`config.mk`:
```
export PLATFORM = sky130hd
export DESIGN_NAME = greedy_least_loaded_assigner_unit
export DESIGN_NICKNAME = d
export VERILOG_FILES = /design/src/rtl/glla_pkg.sv /design/src/rtl/greedy_least_loaded_assigner_unit.sv /design/src/rtl/glla_cell.sv
export VERILOG_INCLUDE_DIRS = /design/src /design/src/rtl
export SDC_FILE = /design/constraint.sdc
export NUM_CORES = 2
export LEC_CHECK = 0
export BUFFER_PORTS_ARGS = -buffer_cell sky130_fd_sc_hd__buf_2
export CORE_AREA = 2 2 337 590
export DETAILED_ROUTE_END_ITERATION = 12
export DIE_AREA = 0 0 339 592
export PLACE_DENSITY_LB_ADDON = 0.1
export SLEW_MARGIN = 20
export SYNTH_ARGS = -nofsm -noshare
export SYNTH_HDL_FRONTEND = slang
export SYNTH_SLANG_ARGS = --single-unit
```
`constraint.sdc`:
```
create_clock -name clk -period 7.5 [get_ports clk]
set_input_delay 0.375 -clock clk [delete_from_list [all_inputs] [get_ports clk]]
set_output_delay 0.375 -clock clk [all_outputs]
set_load 0.005 [all_outputs]
```
`src/rtl/greedy_least_loaded_assigner_unit_defines.svh`:
```
// ----------------------------------------------------------------------------
// greedy least-loaded assigner assertion macros
// shared concurrent assertion forms, clocked on clk, disabled in reset
// ----------------------------------------------------------------------------
`ifndef GREEDY_LEAST_LOADED_ASSIGNER_UNIT_DEFINES_SVH
`define GREEDY_LEAST_LOADED_ASSIGNER_UNIT_DEFINES_SVH

// same-cycle implication
`define GLLA_ASSERT_NOW(name, ante, cons, msg) \
	name: assert property (@(posedge clk) disable iff (!arst_n) (ante) |-> (cons)) \
		else $error(msg);

// next-cycle implication
`define GLLA_ASSERT_NEXT(name, ante, cons, msg) \
	name: assert property (@(posedge clk) disable iff (!arst_n) (ante) |=> (cons)) \
		else $error(msg);

`endif

```
`src/rtl/glla_pkg.sv`:
```
// ----------------------------------------------------------------------------
// glla_pkg
// types and constants shared by the least-loaded assigner cells and top level
// ----------------------------------------------------------------------------
`default_nettype none

package glla_pkg;

	localparam int LOAD_W      = 48;
	localparam int COUNT_W     = 11;
	localparam int COUNT_MAX   = 2047;
	localparam int PIDX_W      = 8;
	localparam int N_W         = 9;
	localparam int EXT_W       = 12;
	localparam int CFG_W       = 5;
	localparam int SLOT_W      = 10;
	localparam int PROC_OUT_W  = 4;
	localparam int DEF_NUM_PROCESSORS = 16;
	localparam int DEF_MAX_BLOCKS     = 1024;

	localparam logic [LOAD_W-1:0] LOAD_MAX = {LOAD_W{1'b1}};

	// search token walking down the cell chain
	typedef struct packed {
		logic               valid;
		logic               found;
		logic [PIDX_W-1:0]  idx;
		logic [LOAD_W-1:0]  load;
		logic [COUNT_W-1:0] count;
		logic [1:0]         zeros;
	} glla_tok_t;

	// update broadcast to the cells
	typedef struct packed {
		logic               en;
		logic [PIDX_W-1:0]  idx;
		logic [LOAD_W-1:0]  load;
		logic [COUNT_W-1:0] count;
	} glla_wr_t;

endpackage

`default_nettype wire

```
`src/rtl/greedy_least_loaded_assigner_unit.sv`:
```
// ----------------------------------------------------------------------------
// greedy_least_loaded_assigner_unit
// list scheduler: each block goes to the least loaded active processor,
// ties to the lowest index; its extent product is added to that load
// ----------------------------------------------------------------------------
//  channel  signals                                  dir  accepted when
//  in       in_valid/in_stall, extents, first/last   in   in_valid && !in_stall
//  out      out_valid/out_stall, processor, slot     out  out_valid && !out_stall
//  cfg      cfg_we/cfg_wdata (active processors)     in   cfg_we
//
//  one item at a time: the next accept waits until the result fires, after the
//  token has walked the processor cell chain, one cell per cycle
//  reset clears all loads and counts, active processors comes up as 1
//  a stalled result holds the final update until the output register is free
// ----------------------------------------------------------------------------
`default_nettype none

`include "greedy_least_loaded_assigner_unit_defines.svh"

module greedy_least_loaded_assigner_unit
	import glla_pkg::*;
#(
	parameter int NUM_PROCESSORS = DEF_NUM_PROCESSORS,
	parameter int MAX_BLOCKS     = DEF_MAX_BLOCKS
) (
	input  wire logic                  clk,
	input  wire logic                  arst_n,
	input  wire logic                  in_valid,
	output logic                       in_stall,
	input  wire logic [EXT_W-1:0]      extent_i,
	input  wire logic [EXT_W-1:0]      extent_j,
	input  wire logic [EXT_W-1:0]      extent_k,
	input  wire logic                  first_block,
	input  wire logic                  last_block,
	output logic                       out_valid,
	input  wire logic                  out_stall,
	output logic [PROC_OUT_W-1:0]      assigned_processor,
	output logic [SLOT_W-1:0]          slot_in_processor,
	output logic                       empty_processor_flag,
	output logic                       load_saturated,
	input  wire logic                  cfg_we,
	input  wire logic [CFG_W-1:0]      cfg_wdata
);

	localparam int CNT_CAP  = (MAX_BLOCKS > COUNT_MAX) ? COUNT_MAX : MAX_BLOCKS;
	localparam int SLOT_CAP = MAX_BLOCKS - 1;

	logic [CFG_W-1:0]     active_q;
	logic [N_W-1:0]       act_ext;
	logic [N_W-1:0]       n_eff;
	logic                 busy_q;
	logic                 accept;
	logic                 fire;
	logic [EXT_W-1:0]     ei_q;
	logic [EXT_W-1:0]     ej_q;
	logic [EXT_W-1:0]     ek_q;
	logic                 last_q;
	logic                 seed_q;
	logic [2*EXT_W-1:0]   prod_ij_s1;
	logic [3*EXT_W-1:0]   work_s2;
	glla_tok_t            tok [NUM_PROCESSORS+1];
	logic [NUM_PROCESSORS:0] tok_valid_vec;
	logic                 tail_valid_q;
	glla_tok_t            tail_q;
	logic [LOAD_W:0]      sum;
	logic [LOAD_W-1:0]    new_load;
	logic [COUNT_W-1:0]   new_count;
	logic [16:0]          count_ext;
	logic [16:0]          slot_full;
	logic                 empty;
	glla_wr_t             wr;
	logic                 out_valid_q;

	// configuration
	always_ff @(posedge clk or negedge arst_n) begin
		if (!arst_n) begin
			active_q <= CFG_W'(1);
		end else if (cfg_we) begin
			active_q <= cfg_wdata;
		end
	end

	assign act_ext = N_W'(active_q);
	assign n_eff   = (act_ext == '0) ? N_W'(1) :
			(act_ext > N_W'(NUM_PROCESSORS)) ? N_W'(NUM_PROCESSORS) : act_ext;

	// input side
	assign accept   = in_valid && !busy_q;
	assign in_stall = busy_q;

	always_ff @(posedge clk) begin
		if (accept) begin
			ei_q   <= extent_i;
			ej_q   <= extent_j;
			ek_q   <= extent_k;
			last_q <= last_block;
		end
		prod_ij_s1 <= ei_q * ej_q;
		work_s2    <= prod_ij_s1 * (3*EXT_W)'(ek_q);
	end

	always_ff @(posedge clk or negedge arst_n) begin
		if (!arst_n) begin
			busy_q <= 1'b0;
			seed_q <= 1'b0;
		end else begin
			seed_q <= accept;
			if (accept) begin
				busy_q <= 1'b1;
			end else if (fire) begin
				busy_q <= 1'b0;
			end
		end
	end

	// processor cell chain
	assign tok[0] = '{valid: seed_q, default: '0};

	for (genvar p = 0; p < NUM_PROCESSORS; p++) begin : g_cell
		glla_cell #(
			.CELL_IDX(p)
		) u_cell (
			.clk    (clk),
			.arst_n (arst_n),
			.clr    (accept && first_block),
			.n_act  (n_eff),
			.tok_in (tok[p]),
			.wr     (wr),
			.tok_out(tok[p+1])
		);
	end

	always_comb begin
		for (int p = 0; p <= NUM_PROCESSORS; p++) begin
			tok_valid_vec[p] = tok[p].valid;
		end
	end

	// tail: load update and result
	always_ff @(posedge clk or negedge arst_n) begin
		if (!arst_n) begin
			tail_valid_q <= 1'b0;
		end else if (tok[NUM_PROCESSORS].valid) begin
			tail_valid_q <= 1'b1;
		end else if (fire) begin
			tail_valid_q <= 1'b0;
		end
	end

	always_ff @(posedge clk) begin
		if (tok[NUM_PROCESSORS].valid) begin
			tail_q <= tok[NUM_PROCESSORS];
		end
	end

	assign fire      = tail_valid_q && (!out_valid_q || !out_stall);
	assign sum       = {1'b0, tail_q.load} + (LOAD_W+1)'(work_s2);
	assign new_load  = sum[LOAD_W] ? LOAD_MAX : sum[LOAD_W-1:0];
	assign new_count = (tail_q.count < COUNT_W'(CNT_CAP)) ?
			tail_q.count + COUNT_W'(1) : tail_q.count;
	assign count_ext = 17'(tail_q.count);
	assign slot_full = (count_ext > 17'(SLOT_CAP)) ? 17'(SLOT_CAP) : count_ext;
	// best processor is never empty after its update
	assign empty     = last_q && (tail_q.zeros[1] ||
			((tail_q.zeros == 2'd1) && (tail_q.count != '0)));

	always_comb begin
		wr.en    = fire;
		wr.idx   = tail_q.idx;
		wr.load  = new_load;
		wr.count = new_count;
	end

	always_ff @(posedge clk or negedge arst_n) begin
		if (!arst_n) begin
			out_valid_q <= 1'b0;
		end else if (fire) begin
			out_valid_q <= 1'b1;
		end else if (!out_stall) begin
			out_valid_q <= 1'b0;
		end
	end

	always_ff @(posedge clk) begin
		if (fire) begin
			assigned_processor   <= tail_q.idx[PROC_OUT_W-1:0];
			slot_in_processor    <= slot_full[SLOT_W-1:0];
			empty_processor_flag <= empty;
			load_saturated       <= (new_load == LOAD_MAX);
		end
	end

	assign out_valid = out_valid_q;

	`GLLA_ASSERT_NOW(a_single_token, 1'b1, $onehot0(tok_valid_vec), "more than one search token in chain")
	`GLLA_ASSERT_NOW(a_token_busy, tok_valid_vec != '0, busy_q, "search token without item in flight")
	`GLLA_ASSERT_NOW(a_pick_active, tail_valid_q, ({1'b0, tail_q.idx} < n_eff), "chosen processor not active")
	`GLLA_ASSERT_NEXT(a_fire_out, fire, out_valid, "result lost after update")

endmodule

`default_nettype wire

```
`src/rtl/glla_cell.sv`:
```
// ----------------------------------------------------------------------------
// glla_cell
// holds one processor's load and block count, folds them into the passing
// search token and takes the update addressed to it
// ----------------------------------------------------------------------------
`default_nettype none

module glla_cell
	import glla_pkg::*;
#(
	parameter int CELL_IDX = 0
) (
	input  wire logic      clk,
	input  wire logic      arst_n,
	input  wire logic      clr,
	input  wire logic [N_W-1:0] n_act,
	input  wire glla_tok_t tok_in,
	input  wire glla_wr_t  wr,
	output glla_tok_t      tok_out
);

	logic [LOAD_W-1:0]  load_q;
	logic [COUNT_W-1:0] count_q;
	glla_tok_t          tok_q;
	glla_tok_t          tok_d;
	logic               active;
	logic               take;

	assign active = N_W'(CELL_IDX) < n_act;
	assign take   = active && (!tok_in.found || (load_q < tok_in.load));

	always_comb begin
		tok_d = tok_in;
		if (tok_in.valid && take) begin
			tok_d.found = 1'b1;
			tok_d.idx   = PIDX_W'(CELL_IDX);
			tok_d.load  = load_q;
			tok_d.count = count_q;
		end
		if (tok_in.valid && active && (count_q == '0) && (tok_in.zeros != 2'b11)) begin
			tok_d.zeros = tok_in.zeros + 2'd1;
		end
	end

	always_ff @(posedge clk or negedge arst_n) begin
		if (!arst_n) begin
			load_q  <= '0;
			count_q <= '0;
			tok_q   <= '0;
		end else begin
			tok_q <= tok_d;
			if (clr) begin
				load_q  <= '0;
				count_q <= '0;
			end else if (wr.en && (wr.idx == PIDX_W'(CELL_IDX))) begin
				load_q  <= wr.load;
				count_q <= wr.count;
			end
		end
	end

	assign tok_out = tok_q;

endmodule

`default_nettype wire

```
==> results.cfg <==
[run_status]
outcome = completed

[critical_path]
path_max_fanout = 24
worstReg2RegEnd = work_s2[33]
r2r_start = ek_q[11]
cp-end-kind = flip-flop
critPathRequiredTime_ns = 8.27
crit_slowest_cell = edfxtp_1
startpoint = ek_q[11]
critPathTopFamily = adder cells
timing.reg2reg.setup_slack_ns = 0.56
critPathBufInv = 3
cp.depth = 21
rr_worst_depth = 21
cp_cell_sequence = nand2_1 > fa_1 > fa_1 > inv_1 > fa_1 > fa_1 > inv_1 > fa_1 > inv_1 > ha_1 > nand2_1 > o22ai_1 > a31oi_1 > o31a_1 > a21oi_1 > a41oi_1 > o2111ai_1 > a21oi_1 > o21bai_1 > a21oi_1 > xnor2_1
criticalPathCategory = flip-flop to flip-flop
start_kind = flip-flop
crit_arrival_ns = 7.72
crit_path_end = work_s2[33]
max_stage_delay_ns = 1.03
crit_top_cell = fa_1

[clock_network]
cts_tree = yes
cts_buffers = 206
clk_latency_ns = 0.89
htreeDepth = 4
postCtsSetupBuffers = 0
cts_resized = 0
clk_path_buf_depth = 4
clk_pin_slew_worst_paths_ns = 0.07
cts_hold_buf = 49
root_buffer = clkbuf_16
numClockSinks = 2186

[die]
core_um2 = 196000
fp.dieH_um = 592
core.rowCount = 215
start_util_pct = 59.9
die-area_um2 = 201000
io_pins = 66
dieWidth_um = 339

[sta]
timing.setup.tns_ns = 0
period_share_pct = 92.6
finalSetupViolations = 0
drv_slew = 0
worst_slew_pin_slew_ns = 1.16
hold_viol = 0
relSlewSlack_pct = 22.4
fmax_ghz = 0.144
period_needed_ns = 6.94
skew_ns = 0.0692
rsz0062_at_grt = no

[routing]
dr.pass1.iters = 6
vias = 83273
drc = 0
antenna_left = 0
totalWireLength_um = 338000
wl_per_cell_um = 24.6
viasPerCell = 6.06
drt_iter0_markers = 5727

[yosys]
netlist_area_um2 = 117000
ys_ff_latch = 2186
synth-xor-area-share_pct = 0.755
synth_top_family_by_area = adder cells
synthSimpleGateAreaFrac_pct = 11.2
synth.net_count = 12382
synthCells = 11119
synth-main-ff-cell = dfrtp_1
ys_seq_area_share_pct = 47.0
synth.mux.area_fraction_pct = 8.40
synth.avg_cell_area_um2 = 10.5
synth-adder-area-share_pct = 15.0
ys_warn_count = 0
async_reset_ff_share_pct = 91.9
synth_edf_count = 118
synth_compound_area_share_pct = 11.8
synthDistinctLibCells = 86

[finish]
fin_nets = 12223
register_area_um2 = 55000
fillers = 15535
drive_above_1_share_pct = 12.9
multi_input_area_um2 = 55800
area_delta_synth_final_pct = 8.91
design_area_um2 = 128000

[global_route]
top_usage_layer = met2
use_met3_pct = 3.91
grt_pass1_vias = 87716
grt_max_degree = 179
grt_usage_pct = 34.1
grt_pass1_wl_um = 521000
grt_use_met2_pct = 62.2
grt_overflow = 0
use_met1_pct = 36.7
antenna_found_initial = 11

[place]
gp_congestion = 0.938
dp_hpwl_um = 242000
place_area_um2 = 120000
portBuffers = 65

[min_path]
hold_class = input pin to asynchronous set/reset pin

[job]
cap_violations = 0
-- metrics by stage --
stage	std cells	hold WS, ns	worst slack, ns	util [%]
global route	13732	0.0894	0.188	65.2
detailed placement	13306	0.355	0.520	61.5
floorplan	11119	0.0794	1.89	-
CTS	13730	0.0864	0.512	65.2
global placement	13306	0.353	0.687	61.5
finish	13736	0.0328	0.556	65.2
-- how the worst min path moves through the flow --
stage / start / cells after the start / slack (ns) / endpoint
finish: arst_n / 2 / 0.03 / g_cell[8].u_cell.count_q[3]
CTS: arst_n / 2 / 0.09 / g_cell[8].u_cell.count_q[2]
detailed placement: g_cell[8].u_cell.tok_out[70] / 0 / 0.35 / g_cell[9].u_cell.tok_out[70]
global placement: g_cell[11].u_cell.tok_out[70] / 0 / 0.35 / g_cell[12].u_cell.tok_out[70]
floorplan: arst_n / 0 / 0.08 / active_q[1]
global route: arst_n / 2 / 0.09 / g_cell[8].u_cell.count_q[2]
-- metal layers --
layer	vias to the layer above	part of all wire (%)	wire, µm
met5	-	0.019	63
met4	8	8.3	28000
met3	945	4.3	14600
met2	2299	52	177000
met1	42194	35	118000
li1	37827	-	-
-- kinds of logic after synthesis --
kind of cell	count (synthesis)
and+or+nand+nor	2799
buffers and inverters	1786
adders and majority gates	1215
AOI/OAI and AO/OA	2150
xor gates and xnor gates	101
DFF	2186
muxes	882
-- cells in the final DEF (no fill, tap or decap), types with 347 or more instances in the layout --
master / netlist / routed
dfrtp_1: 2007 / 2005
inv_1: 1139 / 1139
nand2_1: 952 / 936
ha_1: 894 / 894
mux2_2: 724 / 724
o21ai_0: 711 / 692
nand3_1: 665 / 659
nor2_1: 469 / 446
a21oi_1: 360 / 353
a21o_1: 347 / 347
-- area by class of cell --
type                            count  share of cell area, %
Antenna cell                        5                0.00981
Clock buffer                      300                   4.73
Clock inverter                     75                  0.634
Inverter                         1139                   3.35
Multi-Input combinational cell   7147                   43.8
Sequential cell                  2186                   43.1
Tap cell                         2604                   2.55
Timing Repair Buffer              280                   1.85
-- registers in the layout, summed over array words and instances, names as in the netlist, 4 cells and up --
register,cells
g_cell.u_cell.tok_out,1055
g_cell.u_cell.load_q,768
g_cell.u_cell.count_q,176
tail_q,54
work_s2,36
prod_ij_s1,24
ei_q,12
ej_q,12
ek_q,12
count_ext,11
slot_in_processor,10
active_q,5
assigned_processor,4
-- synth_stat cells (207+ instances only) --
cell / instances / area [µm²]
and2_1: 207 / 1290
a21oi_1: 360 / 1800
nand3_1: 665 / 3330
a21o_1: 347 / 2610
nand2_1: 952 / 3570
fa_1: 321 / 6430
clkbuf_1: 560 / 2100
mux2_2: 724 / 8150
o21ai_0: 711 / 3560
ha_1: 894 / 11200
dfrtp_1: 2007 / 50200
inv_1: 1139 / 4280
nor2_1: 469 / 1760
a211oi_1: 298 / 2240
Power is not shown: default switching activity piles up to over one toggle a cycle in this logic, so the estimate is an artifact.
